## config.mk

```make
export PLATFORM = sky130hd
export DESIGN_NAME = qvr_round_sat
export DESIGN_NICKNAME = d
export VERILOG_FILES = /design/src/qvr_pkg.sv /design/src/qvr_round_sat.sv
export SDC_FILE = /design/constraint.sdc
export NUM_CORES = 1
export LEC_CHECK = 0
export ABC_AREA = 1
export BUFFER_PORTS_ARGS = -buffer_cell sky130_fd_sc_hd__buf_2
export CORE_MARGIN = 1.5
export CORE_UTILIZATION = 43
export DETAILED_ROUTE_END_ITERATION = 12
export PLACE_DENSITY = 0.9
export SYNTH_ARGS = -nofsm -noshare
export SYNTH_HDL_FRONTEND = slang
export SYNTH_SLANG_ARGS = --single-unit
```

## constraint.sdc

```tcl
create_clock -name i_clk -period 3.9 [get_ports i_clk]
set_clock_uncertainty 0.2 [all_clocks]
set_input_delay 0.78 -clock i_clk [delete_from_list [all_inputs] [get_ports i_clk]]
set_output_delay 0.78 -clock i_clk [all_outputs]
set_load 0.03 [all_outputs]
```

## src/qvr_pkg.sv

```systemverilog
// Shared types and constants for the quaternion vector rotation block.
// Used by every module under src; depends on nothing else.
`timescale 1ns / 1ps

package qvr_pkg;

    // Component widths.
    localparam int COMP_W  = 16;                  // vector and quaternion components
    localparam int PROD1_W = 2 * COMP_W;          // q * v products
    localparam int A_W     = PROD1_W + 2;         // sums of three products
    localparam int PROD2_W = A_W + COMP_W;        // a * q products
    localparam int E_W     = PROD2_W + 2;         // sums of four products

    // Default fraction bits of the quaternion components (Q2.14).
    localparam int FRACTION_BITS = 14;

    // Configuration register map, word index = paddr[3:2].
    localparam int          ADDR_W    = 4;
    localparam logic [1:0]  REG_ROT_X = 2'd0;
    localparam logic [1:0]  REG_ROT_Y = 2'd1;
    localparam logic [1:0]  REG_ROT_Z = 2'd2;
    localparam logic [1:0]  REG_ROT_W = 2'd3;

    // rot_w resets to 16384, which is 1.0 at the default fraction width.
    localparam logic signed [COMP_W-1:0] ROT_W_RESET = 16'sd16384;

    // Saturation limits of a result component.
    localparam int OUT_MAX = 32767;
    localparam int OUT_MIN = -32768;

    typedef struct packed {
        logic signed [COMP_W-1:0] vec_x;
        logic signed [COMP_W-1:0] vec_y;
        logic signed [COMP_W-1:0] vec_z;
    } t_vec;

    typedef struct packed {
        logic signed [COMP_W-1:0] out_x;
        logic signed [COMP_W-1:0] out_y;
        logic signed [COMP_W-1:0] out_z;
        logic                     saturated;
    } t_res;

    typedef struct packed {
        logic signed [COMP_W-1:0] x;
        logic signed [COMP_W-1:0] y;
        logic signed [COMP_W-1:0] z;
        logic signed [COMP_W-1:0] w;
    } t_quat;

    // Intermediate quaternion a = q * (v, 0).
    typedef struct packed {
        logic signed [A_W-1:0] ax;
        logic signed [A_W-1:0] ay;
        logic signed [A_W-1:0] az;
        logic signed [A_W-1:0] aw;
    } t_avec;

    // Unscaled rotated vector.
    typedef struct packed {
        logic signed [E_W-1:0] ex;
        logic signed [E_W-1:0] ey;
        logic signed [E_W-1:0] ez;
    } t_evec;

endpackage

```

## src/qvr_round_sat.sv

```systemverilog
// Output stage: scales by 2^-(2F) with round half up, saturates, registers result.
// Depends on qvr_pkg for the intermediate and result types.
`timescale 1ns / 1ps

module qvr_round_sat #(
    parameter int FRACTION_BITS = qvr_pkg::FRACTION_BITS
) (
    input  logic           i_clk,
    input  logic           i_rst_n,
    input  logic           i_valid,
    input  qvr_pkg::t_evec i_evec,
    output logic           o_ready,
    output logic           o_valid,
    output qvr_pkg::t_res  o_res,
    input  logic           i_ready
);

    localparam int SH = 2 * FRACTION_BITS;
    // Wide enough for the sum plus the rounding half without overflow.
    localparam int RW = (SH + 2 > qvr_pkg::E_W + 1) ? SH + 2 : qvr_pkg::E_W + 1;
    localparam logic signed [RW-1:0] HALF = RW'(1) << (SH - 1);
    localparam logic signed [RW-1:0] MAXV = RW'(qvr_pkg::OUT_MAX);
    localparam logic signed [RW-1:0] MINV = RW'(qvr_pkg::OUT_MIN);

    logic                 r_v;
    qvr_pkg::t_res        r_res;
    qvr_pkg::t_res        n_res;
    logic signed [RW-1:0] rnd_x;
    logic signed [RW-1:0] rnd_y;
    logic signed [RW-1:0] rnd_z;
    logic [2:0]           clip;

    assign o_ready = !r_v || i_ready;

    assign rnd_x = (RW'(i_evec.ex) + HALF) >>> SH;
    assign rnd_y = (RW'(i_evec.ey) + HALF) >>> SH;
    assign rnd_z = (RW'(i_evec.ez) + HALF) >>> SH;

    always_comb begin
        clip = 3'b000;
        n_res.out_x = rnd_x[15:0];
        n_res.out_y = rnd_y[15:0];
        n_res.out_z = rnd_z[15:0];
        if (rnd_x > MAXV) begin
            n_res.out_x = MAXV[15:0];
            clip[0] = 1'b1;
        end else if (rnd_x < MINV) begin
            n_res.out_x = MINV[15:0];
            clip[0] = 1'b1;
        end
        if (rnd_y > MAXV) begin
            n_res.out_y = MAXV[15:0];
            clip[1] = 1'b1;
        end else if (rnd_y < MINV) begin
            n_res.out_y = MINV[15:0];
            clip[1] = 1'b1;
        end
        if (rnd_z > MAXV) begin
            n_res.out_z = MAXV[15:0];
            clip[2] = 1'b1;
        end else if (rnd_z < MINV) begin
            n_res.out_z = MINV[15:0];
            clip[2] = 1'b1;
        end
        n_res.saturated = |clip;
    end

    always_ff @(posedge i_clk) begin
        if (!i_rst_n) begin
            r_v <= 1'b0;
        end else if (o_ready) begin
            r_v <= i_valid;
        end
    end

    always_ff @(posedge i_clk) begin
        if (o_ready && i_valid) begin
            r_res <= n_res;
        end
    end

    assign o_valid = r_v;
    assign o_res   = r_res;

    // The flag is only raised when some component sits at a rail.
    a_sat_rail: assert property (@(posedge i_clk) disable iff (!i_rst_n)
        r_v && r_res.saturated |->
            (r_res.out_x == MAXV[15:0]) || (r_res.out_x == MINV[15:0]) ||
            (r_res.out_y == MAXV[15:0]) || (r_res.out_y == MINV[15:0]) ||
            (r_res.out_z == MAXV[15:0]) || (r_res.out_z == MINV[15:0]))
        else $error("saturated flag without a clipped component");

endmodule

```

## Word level (Yosys, flattened, before mapping)

Index checks and enable logic that the tools add are counted.
Widths: inputs -> output; s select.

| storage, ports and cells | value |
|---|---|
| input bits | 160 |
| output and inout port bits | 51 |
| word-level logic and storage cells | 27 |
| bits in registers | 50 |

| cells by class | value |
|---|---|
| $add $sub $neg | 3 |
| $lt $le $gt $ge | 6 |
| mux-type cells | 9 |
| reductions and logical operators | 4 |

Operator list:

| kind | number |
|---|---|
| $add 52x29->53 const B | 3 |
| $gt 25x16->1 const B | 3 |
| $lt 25x16->1 const B | 3 |
| $mux 16 | 3 |
| $mux 1 | 6 |
| $reduce_or 3->1 | 1 |
| $logic_and 1x1->1 | 1 |
| $logic_not 1->1 | 1 |
| $logic_or 1x1->1 | 1 |

## Longest topological paths before layout

| depth | value |
|---|---|
| depth after elaboration | 5 |
| mapped depth | 16 |

## Worst setup path before layout

OpenSTA, ideal clock, no wires.

| path | value |
|---|---|
| kind | input to register |
| start point | input port i_valid |
| end point | register r_res (netlist bit o_res[0]), enable pin |
| path buffers | 0 |
| cell stages on the path | 2 |
| setup slack | 19 ps |
| arrival | 3,209 ps |
| data required time | 3,228 ps |
| cell sequence | inv_1 -> a21oi_1 |

| on the way | value |
|---|---|
| word-level cells in the longest chain between the ends | 1 |

RTL lines:

| item | RTL line | source |
|---|---|---|
| from (decl) | qvr_round_sat.sv:10 | `input logic i_valid,` |
| $logic_and 1x1->1 | qvr_round_sat.sv:77 | `if (o_ready && i_valid) begin` |
| to (signal assigned) | qvr_round_sat.sv:78 | `r_res <= n_res;` |
| to (decl) | qvr_round_sat.sv:26 | `qvr_pkg::t_res r_res;` |

Every way passes these cells.
A chain may end at the register's enable or synchronous reset.

==> results.cfg <==
[setup_path]
crit_chain = buf_2, ha_1, nand3_1, inv_2, nand3_1, nor2_1, nand2_1, nand2_1, nand2_1, nor2_1, nand3_1, nand2_2, nand2_1, nor2_1, nand2_1
path_class = input port to flip-flop
slowest_delay_ns = 0.25
worst_setup_path_start_kind = input port
path_max_fanout = 16
critPathSlowestCell = nand2_2
crit_top_cell = nand2_1
cp_num_buf_inv = 2
critical_path.endpoint_type = flip-flop
critPathTopFamily = simple AND/OR/NAND/NOR gates
worst-endpoint-required_ns = 3.76
arrival_ns = 2.61

[timing]
setup_tns_ns = 0
rsz0062_at_grt = no
fmaxAchievable_ghz = 0.3642
slew_headroom = 0.3831
setup_slack_ns = 1.155
final.period_utilization = 0.7039
finalMaxSlewViolations = 0
period_minus_slack_ns = 2.745
tightest_slew_ns = 0.9233
finalSetupViolCount = 0
hold_viol_final = 0

[synthesis]
synthesis.instances = 666
synth_cell_types = 34
avgSynthCellArea_um2 = 6.829
syn_nets = 829
synth_top_area_frac = 0.3235
synthFlopType = edfxtp_1
yosysSeqAreaShare = 0.3279
synth_commonest_cells = 263 x nand2_1, 79 x nor2_1, 65 x inv_1
synth_most_common_cell = nand2_1
async_reset_ff_frac = 0
synth_edf_count = 49
synth_area_leaders = edfxtp_1 32%, nand2_1 22%, nor2_1 6.5%, inv_1 5.4%, nand3_1 5.2%
yosys.area.top_type = edfxtp_1
ys_ff_latch = 50
ys.warnings.count = 0
syn-cell-area_um2 = 4548

[grt]
grt_pass1_vias = 4002
grt-ovfl-total = 0
grt_antenna_before_repair = 0
grt_start_max_net_pins = 31
grtUsageTotal = 0.1902
grt_pass1_wl_um = 17420

[die]
die_h_um = 105.8
core_area_um2 = 10280
ioPinCount = 211
start_util = 0.4425
die_width_um = 105.8
dieArea_um2 = 11200
num_rows = 37

[cts]
clock_latency_ns = 0.30
cts_buffer_depth = 2
post_cts_buffers = 0
clock-sinks = 50
hold_buffers = 0
cts_buffers = 5
clkTransAtPathRegs_ns = 0.10
htree_levels = 2
cts_root_buffer = clkbuf_8
cts_tree = built
post_cts_resized = 0

[final_layout]
drive_gt1_frac = 0.2891
seqCellArea_um2 = 1491
multi_input_area_um2 = 2719
nets = 961
final.fill_count = 994
diodes = 0
syn2layout_area_growth_pct = 19.09

[routing]
m1WireLength_um = 4692
first_pass_iters = 5
wl_per_cell_um = 11.49
met3WireLength_um = 699
drt_wl_total_um = 10740
top_layer = met4
drt-initial-drc-count = 224
wl_met2_um = 5125
route.detailed.drc = 0
viasPerCell = 4.821
antenna_left = 0
vias = 4508

[job]
drv_cap = 0

[power]
leakage_nw = 2.593
vdd_drop_max_v = 0.0001210
power_density_nw_per_um2 = 244.0
power_mw = 1.321

[placed_design]
globalplace.congestion = 0.9428
dp_worst_setup_slack_ns = 0.8800
dp_hpwl_um = 9177
port_buffers = 129

[status]
status = finished, final reports clean

[hold_path]
min_path_type = flip-flop to flip-flop
## worst paths after layout
check	from	end	slack [ns]	cells after the start
min	o_valid$_SDFFE_PN0N_	o_valid$_SDFFE_PN0N_	0.35	2
max reg2reg	o_valid$_SDFFE_PN0N_	o_res[14]$_SDFFCE_PN1P_	1.97	2
max	i_evec[131]	o_res[0]$_DFFE_PP_	1.15	15
min reg2reg	o_valid$_SDFFE_PN0N_	o_valid$_SDFFE_PN0N_	0.35	2
## state kept, by name, summed over array words and instances, names as in the netlist
register / count
o_valid: 1
o_res: 49
## cell type report
type,instances,share of cell area
timing repair buffer,131,0.1220
inverter,74,0.05128
sequential,50,0.2754
clock buffer,5,0.01271
tap,136,0.03142
multi-input combinational,536,0.5020
clock inverter,3,0.005313
## stage by stage
step | utilization | hold slack [ns] | cell area, um^2 | instances
2_1_floorplan | - | 0.6612 | 4548 | 666
6_report | 0.5270 | 0.3485 | 5416 | 935
4_1_cts | 0.5270 | 0.3596 | 5416 | 935
3_3_place_gp | 0.5175 | 0.3313 | 5319 | 927
5_1_grt | 0.5270 | 0.4050 | 5416 | 935
3_5_place_dp | 0.5175 | 0.3479 | 5319 | 927
## worst register-to-register path, delay by kind of cell (launching register included)
family                 cells  cell delay, ns
buffers and inverters      1            0.34
AO/OA/AOI/OAI              1            0.74
flip-flops                 1            0.35
## cells in the final DEF, fill, tap and decap left out
cell type | Yosys | final
nand2_1 | 263 | 263
buf_2 | 0 | 129
nor2_1 | 79 | 79
inv_1 | 65 | 65
edfxtp_1 | 49 | 49
nand3_1 | 47 | 47
nand2_2 | 24 | 24
xor2_1 | 18 | 18
nor2_2 | 16 | 16
xnor2_1 | 14 | 14
nor2_4 | 10 | 10
o21ai_2 | 10 | 10
inv_2 | 8 | 8
or2_2 | 8 | 8
nand4_1 | 6 | 6
o21ai_0 | 6 | 6
nand3b_1 | 5 | 5
o21ai_1 | 5 | 5
clkbuf_8 | 0 | 5
nand3_2 | 4 | 4
nand2_4 | 4 | 4
nor2_8 | 3 | 3
ha_1 | 3 | 3
and2_1 | 2 | 2
nor3_1 | 2 | 2
clkinv_4 | 0 | 2
buf_4 | 0 | 2
a21oi_4 | 0 | 1
clkinv_1 | 1 | 1
nand3_4 | 1 | 1
nor3_2 | 1 | 1
xnor2_2 | 1 | 1
o21a_1 | 1 | 1
a21boi_0 | 1 | 1
a31o_2 | 1 | 1
inv_8 | 0 | 1
dfxtp_1 | 1 | 1
## report_power, final
part	switching (mW)	total, mW	internal, mW
Clock	0.188	0.321	0.133
Sequential	0.00836	0.639	0.630
Combinational	0.247	0.362	0.115
## per-layer routing
| metal | global-route usage | up-vias |
|---|---|---|
| met5 | 0 | - |
| met4 | 0.06371 | 0 |
| met3 | 0.02165 | 22 |
| met2 | 0.3340 | 180 |
| met1 | 0.2422 | 1954 |
| li1 | - | 2352 |
## cell families after synthesis
kind of cell,count (synthesis),share of synthesized area
AND/OR/NAND/NOR,475,0.4842
AO/OA/AOI/OAI,25,0.03769
buffers and inverters,80,0.07675
XOR/XNOR,33,0.06520
adder cells (fa/ha/maj),3,0.008254
flip-flops,50,0.3279
(Power assumes the default switching activity.)
