===== src/qvr_pkg.sv =====
// Shared types and constants for the quaternion vector rotation block.
// Used by every module under src; depends on nothing else.
`timescale 1ns / 1ps

package qvr_pkg;

    // Component widths.
    localparam int COMP_W  = 16;                  // vector and quaternion components
    localparam int PROD1_W = 2 * COMP_W;          // q * v products
    localparam int A_W     = PROD1_W + 2;         // sums of three products
    localparam int PROD2_W = A_W + COMP_W;        // a * q products
    localparam int E_W     = PROD2_W + 2;         // sums of four products

    // Default fraction bits of the quaternion components (Q2.14).
    localparam int FRACTION_BITS = 14;

    // Configuration register map, word index = paddr[3:2].
    localparam int          ADDR_W    = 4;
    localparam logic [1:0]  REG_ROT_X = 2'd0;
    localparam logic [1:0]  REG_ROT_Y = 2'd1;
    localparam logic [1:0]  REG_ROT_Z = 2'd2;
    localparam logic [1:0]  REG_ROT_W = 2'd3;

    // rot_w resets to 16384, which is 1.0 at the default fraction width.
    localparam logic signed [COMP_W-1:0] ROT_W_RESET = 16'sd16384;

    // Saturation limits of a result component.
    localparam int OUT_MAX = 32767;
    localparam int OUT_MIN = -32768;

    typedef struct packed {
        logic signed [COMP_W-1:0] vec_x;
        logic signed [COMP_W-1:0] vec_y;
        logic signed [COMP_W-1:0] vec_z;
    } t_vec;

    typedef struct packed {
        logic signed [COMP_W-1:0] out_x;
        logic signed [COMP_W-1:0] out_y;
        logic signed [COMP_W-1:0] out_z;
        logic                     saturated;
    } t_res;

    typedef struct packed {
        logic signed [COMP_W-1:0] x;
        logic signed [COMP_W-1:0] y;
        logic signed [COMP_W-1:0] z;
        logic signed [COMP_W-1:0] w;
    } t_quat;

    // Intermediate quaternion a = q * (v, 0).
    typedef struct packed {
        logic signed [A_W-1:0] ax;
        logic signed [A_W-1:0] ay;
        logic signed [A_W-1:0] az;
        logic signed [A_W-1:0] aw;
    } t_avec;

    // Unscaled rotated vector.
    typedef struct packed {
        logic signed [E_W-1:0] ex;
        logic signed [E_W-1:0] ey;
        logic signed [E_W-1:0] ez;
    } t_evec;

endpackage


===== src/qvr_cfg.sv =====
// APB-style register file holding the rotation quaternion.
// Depends on qvr_pkg for the register map and the quaternion type.
`timescale 1ns / 1ps

module qvr_cfg (
    input  logic                      i_clk,
    input  logic                      i_rst_n,
    input  logic                      psel,
    input  logic                      penable,
    input  logic                      pwrite,
    input  logic [qvr_pkg::ADDR_W-1:0] paddr,
    input  logic [31:0]               pwdata,
    output logic [31:0]               prdata,
    output logic                      pready,
    output qvr_pkg::t_quat            o_quat
);

    qvr_pkg::t_quat r_quat;
    qvr_pkg::t_quat n_quat;
    logic           wr_en;
    logic [1:0]     reg_idx;

    assign pready  = 1'b1;
    assign wr_en   = psel && penable && pwrite && pready;
    assign reg_idx = paddr[3:2];

    always_comb begin
        n_quat = r_quat;
        if (wr_en) begin
            case (reg_idx)
                qvr_pkg::REG_ROT_X: n_quat.x = pwdata[15:0];
                qvr_pkg::REG_ROT_Y: n_quat.y = pwdata[15:0];
                qvr_pkg::REG_ROT_Z: n_quat.z = pwdata[15:0];
                qvr_pkg::REG_ROT_W: n_quat.w = pwdata[15:0];
                default: n_quat = r_quat;
            endcase
        end
    end

    always_ff @(posedge i_clk) begin
        if (!i_rst_n) begin
            r_quat.x <= '0;
            r_quat.y <= '0;
            r_quat.z <= '0;
            r_quat.w <= qvr_pkg::ROT_W_RESET;
        end else begin
            r_quat <= n_quat;
        end
    end

    always_comb begin
        case (reg_idx)
            qvr_pkg::REG_ROT_X: prdata = {16'd0, r_quat.x};
            qvr_pkg::REG_ROT_Y: prdata = {16'd0, r_quat.y};
            qvr_pkg::REG_ROT_Z: prdata = {16'd0, r_quat.z};
            qvr_pkg::REG_ROT_W: prdata = {16'd0, r_quat.w};
            default:            prdata = 32'd0;
        endcase
    end

    assign o_quat = r_quat;

    // A write to rot_w lands in the register on the next cycle.
    a_wr_w: assert property (@(posedge i_clk) disable iff (!i_rst_n)
        wr_en && (reg_idx == qvr_pkg::REG_ROT_W) |=> r_quat.w == $past(pwdata[15:0]))
        else $error("rot_w write lost");

endmodule


===== config.mk =====
export PLATFORM = sky130hd
export DESIGN_NAME = qvr_cfg
export DESIGN_NICKNAME = d
export VERILOG_FILES = /design/src/qvr_pkg.sv /design/src/qvr_cfg.sv
export SDC_FILE = /design/constraint.sdc
export NUM_CORES = 1
export LEC_CHECK = 0
export BUFFER_PORTS_ARGS = -buffer_cell sky130_fd_sc_hd__buf_2
export CAP_MARGIN = 10
export CORE_UTILIZATION = 30
export CTS_CLUSTER_SIZE = 12
export DETAILED_ROUTE_END_ITERATION = 7
export MAX_ROUTING_LAYER = met4
export PLACE_DENSITY_LB_ADDON = 0.12
export SLEW_MARGIN = 20
export SYNTH_ARGS = -nofsm -noshare
export SYNTH_HDL_FRONTEND = slang
export SYNTH_SLANG_ARGS = --single-unit

===== constraint.sdc =====
create_clock -name i_clk -period 1.9 [get_ports i_clk]
set_clock_uncertainty 0.2 [all_clocks]
set_input_delay 0.19 -clock i_clk [delete_from_list [all_inputs] [get_ports i_clk]]
set_output_delay 0.19 -clock i_clk [all_outputs]
set_load 0.03 [all_outputs]

# Word level (Yosys, flattened, before mapping)
# Index checks and enable logic that the tools add are counted.
dict set report word_totals {
  wordCells 15
  inputBits 41
  mem_count 0
  ff_bits 64
  latchBits 0
  mem_bits_rw 0
  mem_bits_ro 0
}
dict set report op_classes {
  muxes 1
  multipliers 0
  bitwise_logic 0
  reduce_logical 7
  addsub 0
  shifts 0
  n_lt_le_gt_ge 0
  n_div 0
  eq_ne 3
}
# operator n
set ops {}
lappend ops {{$pmux W32 S4} 1}
lappend ops {{$reduce_and A2 Y1} 4}
lappend ops {{$eq A2 B2 Y1 const B} 2}
lappend ops {{$eq A2 B1 Y1 const B} 1}
lappend ops {{$logic_and A1 B1 Y1} 2}
lappend ops {{$logic_not A2 Y1} 1}

# Logic depth before layout (Yosys ltp)
# Gate-level depths: netlist of run 1.
dict set report depth {
  word_depth 3
  mapped_depth 5
  depth_no_buf 3
}

# Worst setup path after synthesis of run 1
# OpenSTA, ideal clock, no wires.
dict set report synth_timing {
  path_kind {reg2out}
  startpoint {register r_quat (netlist bit o_quat[28])}
  endpoint {output prdata[12]}
  path_slack_ns 0.415
  stages_incl_launch_ff 2
  n_path_buf 0
  t_required_ns 1.510
  arrival_time_ns 1.095
  cell_sequence {dfxtp_1 mux4_1}
}
dict set report synth_via {
  elab_chain_len 1
}
# element line
set synth_lines {}
lappend synth_lines {{start: declaration} qvr_cfg.sv:18} ;# qvr_pkg::t_quat r_quat;
lappend synth_lines {{start signal: assignment} qvr_cfg.sv:47} ;# r_quat <= n_quat;
lappend synth_lines {{$pmux W32 S4} qvr_cfg.sv:52} ;# case (reg_idx)
lappend synth_lines {{end: declaration} qvr_cfg.sv:13} ;# output logic [31:0] prdata,
# Every way passes these cells. The select of a mux whose other input is x is not followed.

# Worst setup path after layout of run 1
dict set report layout_timing {
  startpoint {register r_quat (netlist bit o_quat[47])}
  endpoint {output prdata[15]}
}
# Same word-level chain as after synthesis.

==> results.toml, run 1 <==
[final_layout]
syn_to_final_growth_pct = 29.6
layout_common_cells = "buf_2, nand2_1, dfxtp_1"
multi_input_area_mm2 = 0.00146
n_fill_cell = 952
final_common_cell = "buf_2"
diodes = 0
drive_above_1_share = 0.364
nNetsFinal = 426
final_cell_count_no_fill = 519
ff_latch_area_mm2 = 0.00128
largest_reg_flops = 64

[floorplan]
dieHeight_um = 101
ios = 138
die-area_mm2 = 0.0103
row_count = 35
coreArea_mm2 = 0.00937
die_x_um = 101
start_util = 0.315

[synthesis]
yosysTopAreaCellShare = 0.434
synth_area_per_cell_um2 = 10.9
yosysSeqAreaShare = 0.434
ys_warn_count = 0
synth_cells = 270
synth_area_mm2 = 0.00296
yosysTopAreaCell = "dfxtp_1"
ys_ff_latch = 64
synthTopCellsByArea = "dfxtp_1, mux2i_1, nand2_1"
synth.distinct_cells = 20

[sta]
setup_viol = 0
layout_min_cycle_time_ps = 1750
fin_crit_sh = 0.923
rsz0062_at_grt = "false"
timing.setup.tns_ps = 0
max_freq_ghz = 0.570
holdWs_ps = 3.96
hold_viol = 0
maxSlewViolCount = 0

[critical_path]
cpMaxStageDelayCell = "mux4_1"
endpoint_kind = "output pin"
cp_num_buf_inv = 1
crit_family = "multiplexers"
crit_chain = "mux4_1, buf_2"
critical_path_class = "flip-flop to output pin"
crit_arrival_ps = 1360
cp.required_ps = 1510
crit_path_max_incr_delay_ps = 510
cp-start-kind = "flip-flop"
cp_max_fo = 3

[clock_tree]
clkLatencyLatePin_ps = 330
numClockSinks = 64
cts_buffers = 9
postCtsResizedCells = 0
path_clk_slew_ps = 70
cts_max_path_buffers = 2
clockRootBuffer = "clkbuf_8"
htreeDepth = 3
cts_tree = "built"

[place]
portBuffers = 102
dp_cells = 490
place.gp.congestion = 0.701
dp_hpwl_mm = 4.98

[routing]
detail-route-antenna-nets = 0
wl_per_cell_um = 14.2
drt_iter0_drc = 54
via_per_inst = 4.40
dr.pass1.iters = 4
drc_errors = 0
finalWirelength_mm = 7.39
num_vias = 2282

[worst_hold_path]
hold_path.class = "input port to flip-flop"

[grt]
grt_pass1_vias = 2094
grt_util_all_layers = 0.151
antenna_found_initial = 0
grt_pass1_wl_mm = 11.2
grt_overflow = 0
grt_max_degree = 81

[pwr]
p_leak_nw = 1.92
p_per_area_mw_per_mm2 = 723
irDropWorstVdd_v = 0.000266

[run]
drv_cap = 0

[run_status]
status = "finished, final reports clean"
[where the power goes]
group          switching (W)  leakage [nW]  internal [W]  total, W
registers          0.0000129         0.517       0.00136   0.00137
logic               0.000205          1.31      0.000107  0.000313
clock network       0.000509        0.0992      0.000575   0.00108
total               0.000728          1.92       0.00204   0.00277
[cell type report]
cell class / count / area share
Clock inverter: 3 / 0.00392
Sequential cell: 64 / 0.335
Clock buffer: 13 / 0.0441
Multi-Input combinational cell: 184 / 0.381
Tap cell: 129 / 0.0421
Inverter: 1 / 0.000980
Timing Repair Buffer: 125 / 0.193
[cell families (layout without fill, tap and decap cells)]
logic type | count (synthesis) | count (layout) | synth area share
compound gates | 1 | 1 | 0.00169
buf+inv | 37 | 142 | 0.0940
flops | 64 | 64 | 0.434
other cells | 2 | 17 | 0.00254
simple gates | 87 | 87 | 0.127
mux | 79 | 79 | 0.342
[per-layer routing]
| metal | vias to the layer above | track usage | share of wire |
|---|---|---|---|
| met5 | - | - | 0 |
| met4 | 0 | 0.0658 | 0.012 |
| met3 | 8 | 0.0304 | 0.046 |
| met2 | 67 | 0.230 | 0.47 |
| met1 | 1075 | 0.195 | 0.47 |
| li1 | 1132 | - | - |
[synth_stat cells, drive strengths merged]
| cell type | n |
|---|---|
| conb | 2 |
| buf | 28 |
| o21ai | 1 |
| inv | 1 |
| mux2i | 63 |
| nand2 | 79 |
| nand4 | 2 |
| nand3b | 1 |
| dfxtp | 64 |
| mux4 | 16 |
| nor2 | 1 |
| and3 | 1 |
| clkbuf | 8 |
| nor3b | 1 |
| nand3 | 2 |
[worst register-to-register path, delay by kind of cell, from the launching register on]
kind          cells  cell delay [ps]
flops             1              360
mux               1              140
simple gates      1               60
[path summary, 6_finish.rpt]
check | startpoint | to | slack (ps) | depth (start not counted)
worst max-delay path | o_quat[47]$_SDFFE_PN0P_ | prdata[15] | 150 | 2
worst min-delay path | pwdata[6] | o_quat[6]$_SDFFE_PN0P_ | 4 | 3
worst max register to register | o_quat[13]$_SDFFE_PN0P_ | o_quat[13]$_SDFFE_PN0P_ | 1070 | 2
worst min register to register | o_quat[52]$_SDFFE_PN0P_ | o_quat[52]$_SDFFE_PN0P_ | 270 | 2
[metrics by stage]
step	power, W	util	setup WS, ps	area [um2]
2_1_floorplan	0.00164	-	415	3010
3_3_place_gp	0.00170	0.375	141	3520
3_5_place_dp	0.00170	0.375	140	3520
4_1_cts	0.00282	0.409	120	3830
5_1_grt	0.00290	0.409	82.5	3830
6_report	0.00277	0.409	146	3830
[what timing repair did]
item                                   4_1_cts  5_1_grt
setup endpoints to repair                    0        0
hold buffers                                13        0
endpoints found under the hold margin       44        0
setup buffers                                0        0
(Power assumes the default switching activity.)
==> run 2: changes to the inputs <==
--- a/config.mk
+++ b/config.mk
@@ -16,3 +16,4 @@
 export SYNTH_ARGS = -nofsm -noshare
 export SYNTH_HDL_FRONTEND = slang
 export SYNTH_SLANG_ARGS = --single-unit
+export TNS_END_PERCENT = 1
==> constraint.sdc (replaced) <==
create_clock -name i_clk -period 1.7 [get_ports i_clk]
set_clock_uncertainty 0.2 [all_clocks]
set_input_delay 0.17 -clock i_clk [delete_from_list [all_inputs] [get_ports i_clk]]
set_output_delay 0.17 -clock i_clk [all_outputs]
set_load 0.03 [all_outputs]
==> results.toml, run 2 (same netlist as run 1, synthesis figures left out) <==
[final_layout]
largest_reg_flops = 64
diodes = 0
syn_to_final_growth_pct = 36.6
layout_common_cells = "buf_2, nand2_1, mux2i_1"
final_cell_count_no_fill = 524
final_common_cell = "buf_2"
n_fill_cell = 935
drive_above_1_share = 0.435
nNetsFinal = 431
design_area_mm2 = 0.00404

[pwr]
power.share.clock = 0.428
switching_share = 0.244
irDropWorstVdd_v = 0.000378
p_per_area_mw_per_mm2 = 828
total_power_w = 0.00334
p_comb_frac = 0.113
intPower_w = 0.00253
seq_power_share = 0.459
power_switching_w = 0.000816
p_leak_nw = 1.95

[critical_path]
cp_max_fo = 3
cp.required_ps = 1330
cp-start-kind = "flip-flop"
r2r_slack_ps = 780
endpoint_kind = "output pin"
crit_chain = "mux4_2, buf_6"
crit_arrival_ps = 1310
cpMaxStageDelayCell = "mux4_2"
crit_path_max_incr_delay_ps = 480
critical_path_class = "flip-flop to output pin"

[grt]
grt_pass1_wl_mm = 11.4
grt_util_all_layers = 0.153
grt_pass1_vias = 2185
antenna_found_initial = 0
grt_overflow = 0
grt_max_degree = 81

[floorplan]
row_count = 35
ios = 138
start_util = 0.315
coreArea_mm2 = 0.00937
die_x_um = 101
die-area_mm2 = 0.0103
dieHeight_um = 101

[place]
placedInstanceArea_mm2 = 0.00357
portBuffers = 102
dp_hpwl_mm = 4.99
place.gp.congestion = 0.719
dp_cells = 490

[routing]
wl_per_cell_um = 14.5
finalWirelength_mm = 7.57
dr.pass1.iters = 4
via_per_inst = 4.46
num_vias = 2337
drt_iter0_drc = 87
drc_errors = 0
detail-route-antenna-nets = 0

[sta]
maxSlewViolCount = 0
setup_viol = 0
rsz0062_at_grt = "true"
max_freq_ghz = 0.597
fin_crit_sh = 0.986
hold_viol = 0
layout_min_cycle_time_ps = 1680

[clock_tree]
cts_tree = "built"
path_clk_slew_ps = 70
clkLatencyLatePin_ps = 330
htreeDepth = 3
cts_buffers = 9
numClockSinks = 64
cts_max_path_buffers = 2
clockRootBuffer = "clkbuf_8"

[worst_hold_path]
hold_path.class = "input port to flip-flop"

[run]
drv_cap = 0

[run_status]
status = "finished, final reports clean"
[run 2: cell count changes in the layout (fill, tap and decap cells not counted), sizes merged]
cell / change
dlygate4sd3: +3
buf: +2
bufinv: +2
clkinv: -2
[run 2: metal layers]
metal,track usage,share of wire
met1,0.189,0.46
met2,0.237,0.48
met3,0.0331,0.041
met4,0.0769,0.015
met5,-,0
[run 2: worst paths after layout]
check                                        startpoint                 endpoint  depth (start not counted)
worst max-delay path            o_quat[30]$_SDFFE_PN0P_               prdata[14]                          2
worst min-delay path                             pwrite  o_quat[14]$_SDFFE_PN1P_                          4
worst max register to register  o_quat[14]$_SDFFE_PN1P_  o_quat[14]$_SDFFE_PN1P_                          3
worst min register to register  o_quat[10]$_SDFFE_PN0P_  o_quat[10]$_SDFFE_PN0P_                          2
[run 2: final cells by class]
| type | count | area (um2) | share of cell area |
|---|---|---|---|
| multi-input cells | 184 | 1440 | 0.357 |
| clock buffers | 13 | 149 | 0.0369 |
| inverters | 1 | 3.75 | 0.000930 |
| flip-flops and latches | 64 | 1310 | 0.325 |
| repair buffers | 130 | 905 | 0.224 |
| well taps | 129 | 161 | 0.0400 |
| clock inverters | 3 | 65.1 | 0.0161 |
[run 2: power by group through the flow]
| stage | clock network [W] | registers [W] | logic, W |
|---|---|---|---|
| after CTS | 0.00147 | 0.00153 | 0.000376 |
| after global placement | 0 | 0.00157 | 0.000340 |
| after detailed placement | 0 | 0.00157 | 0.000341 |
| final | 0.00143 | 0.00153 | 0.000376 |
| after floorplan | 0 | 0.00160 | 0.000229 |
| after global routing | 0.00156 | 0.00154 | 0.000403 |
[run 2: per-stage QoR]
stage	hold slack [ps]	util	setup WS [ps]	TNS (ps)
3_5_place_dp	260	0.381	99.5	0
3_3_place_gp	246	0.381	76.6	0
2_1_floorplan	133	-	235	0
4_1_cts	89.4	0.424	-24.2	-51.7
6_report	115	0.431	24.3	0
5_1_grt	112	0.431	-21.6	-163
[run 2: worst max-delay path: cells and delay by family, from the launching register on]
| family | cells | cell delay [ps] |
|---|---|---|
| muxes | 1 | 480 |
| DFF | 1 | 340 |
| buffers and inverters | 1 | 160 |
[run 2: what timing repair did]
item / in CTS / in global routing
gates resized for setup: 21 / 35
endpoints found under the hold margin: 64 / 0
setup buffers: 0 / 2
hold buffers: 16 / 0
setup endpoints to repair: 9 / 15
==> run 3: changes to the inputs <==
--- a/config.mk
+++ b/config.mk
@@ -10,6 +10,7 @@
 export CORE_UTILIZATION = 30
 export CTS_CLUSTER_SIZE = 12
 export DETAILED_ROUTE_END_ITERATION = 7
+export HOLD_SLACK_MARGIN = 0.15
 export MAX_ROUTING_LAYER = met4
 export PLACE_DENSITY_LB_ADDON = 0.12
 export SLEW_MARGIN = 20
==> constraint.sdc (replaced) <==
create_clock -name i_clk -period 1.7 [get_ports i_clk]
set_clock_uncertainty 0.2 [all_clocks]
set_input_delay 0.085 -clock i_clk [delete_from_list [all_inputs] [get_ports i_clk]]
set_output_delay 0.085 -clock i_clk [all_outputs]
set_load 0.03 [all_outputs]
==> results.toml, run 3 (same netlist as run 1, synthesis figures left out) <==
[final_layout]
largest_reg_flops = 64
diodes = 0
syn_to_final_growth_pct = 30.4
ff_latch_area_mm2 = 0.00128
nNetsFinal = 432
multi_input_area_mm2 = 0.00146
final_common_cell = "buf_2"
design_area_mm2 = 0.00385
n_fill_cell = 968
drive_above_1_share = 0.356
layout_common_cells = "buf_2, nand2_1, dfxtp_1"

[critical_path]
crit_arrival_ps = 1370
r2r_slack_ps = 870
cp.required_ps = 1410
endpoint_kind = "output pin"
crit_path_max_incr_delay_ps = 510
cp-start-kind = "flip-flop"
cp_max_fo = 3
cpMaxStageDelayCell = "mux4_1"
critical_path_class = "flip-flop to output pin"
crit_chain = "mux4_1, buf_2"

[routing]
detail-route-antenna-nets = 0
wl_per_cell_um = 14.4
drt_iter0_drc = 78
finalWirelength_mm = 7.52
drc_errors = 0
via_per_inst = 4.44
dr.pass1.iters = 4
num_vias = 2317

[clock_tree]
cts_max_path_buffers = 2
path_clk_slew_ps = 70
clkLatencyLatePin_ps = 320
clockRootBuffer = "clkbuf_8"
cts_buffers = 9
cts_tree = "built"
htreeDepth = 3
numClockSinks = 64
post_cts_buffers = 0

[pwr]
seq_power_share = 0.508
power.share.clock = 0.373
p_per_area_mw_per_mm2 = 783
power_switching_w = 0.000789
total_power_w = 0.00302
p_comb_frac = 0.119
p_leak_nw = 1.92
switching_share = 0.261
intPower_w = 0.00223
irDropWorstVdd_v = 0.000295

[sta]
maxSlewViolCount = 0
layout_min_cycle_time_ps = 1650
fin_crit_sh = 0.972
slew_headroom = 0.525
worst_pin_slew_ps = 711
holdWs_ps = 171
hold_viol = 0
setup_viol = 0
rsz0062_at_grt = "true"
max_freq_ghz = 0.605

[grt]
grt_pass1_wl_mm = 11.2
antenna_found_initial = 0
grt_util_all_layers = 0.153
grt_max_degree = 81
grt_pass1_vias = 2087
grt_overflow = 0

[place]
dp_hpwl_mm = 5.12
placedInstanceArea_mm2 = 0.00350
place.gp.congestion = 0.704
portBuffers = 102

[floorplan]
die-area_mm2 = 0.0103
dieHeight_um = 101
start_util = 0.315
die_x_um = 101
ios = 138
coreArea_mm2 = 0.00937
row_count = 35

[run_status]
status = "finished, final reports clean"

[worst_hold_path]
hold_path.class = "input port to flip-flop"

[run]
drv_cap = 0
==> run 3: path summary, 6_finish.rpt <==
kind | startpoint | to | cells after the start
max | o_quat[29]$_SDFFE_PN0P_ | prdata[13] | 2
min | pwrite | o_quat[17]$_SDFFE_PN0P_ | 4
max reg2reg | o_quat[44]$_SDFFE_PN0P_ | o_quat[44]$_SDFFE_PN0P_ | 2
min reg2reg | o_quat[39]$_SDFFE_PN0P_ | o_quat[39]$_SDFFE_PN0P_ | 2
==> run 3: power by group through the flow <==
stage	sequential, W	combinational [W]	clock (W)
floorplan	0.00160	0.000229	0
global placement	0.00157	0.000330	0
detailed placement	0.00157	0.000330	0
CTS	0.00153	0.000362	0.00116
global route	0.00153	0.000385	0.00124
finish	0.00153	0.000358	0.00113
==> run 3: critical path, delay by kind of cell (launching register included) <==
family / cells / cell delay [ps]
multiplexers: 1 / 510
buffers and inverters: 1 / 200
flip-flops: 1 / 330
==> run 3: repair_timing <==
item / CTS / global route
setup endpoints to repair: 0 / 2
hold endpoints to repair: 64 / 0
gates resized for setup: 0 / 2
hold buffers: 19 / 0
==> run 3: final cells by class <==
cell class	instances	share of cell area
Timing Repair Buffer	131	0.205
Tap cell	129	0.0419
Clock buffer	12	0.0403
Multi-Input combinational cell	184	0.378
Sequential cell	64	0.333
Inverter	1	0.000974
Clock inverter	1	0.00130
==> run 3: per-layer routing <==
metal  track usage  share of wire  vias up
li1              -              -     1136
met1         0.196           0.47     1099
met2         0.234           0.47       71
met3        0.0262          0.040       11
met4        0.0725          0.017        0
met5             -              0        -
==> run 3: metrics by stage <==
stage,instances,util,setup WS (ps),setup TNS [ps]
2_1_floorplan,285,-,320,0
3_3_place_gp,490,0.374,159,0
3_5_place_dp,490,0.374,138,0
4_1_cts,522,0.411,12.3,0
5_1_grt,522,0.411,-6.57,-6.57
6_report,522,0.411,47.9,0
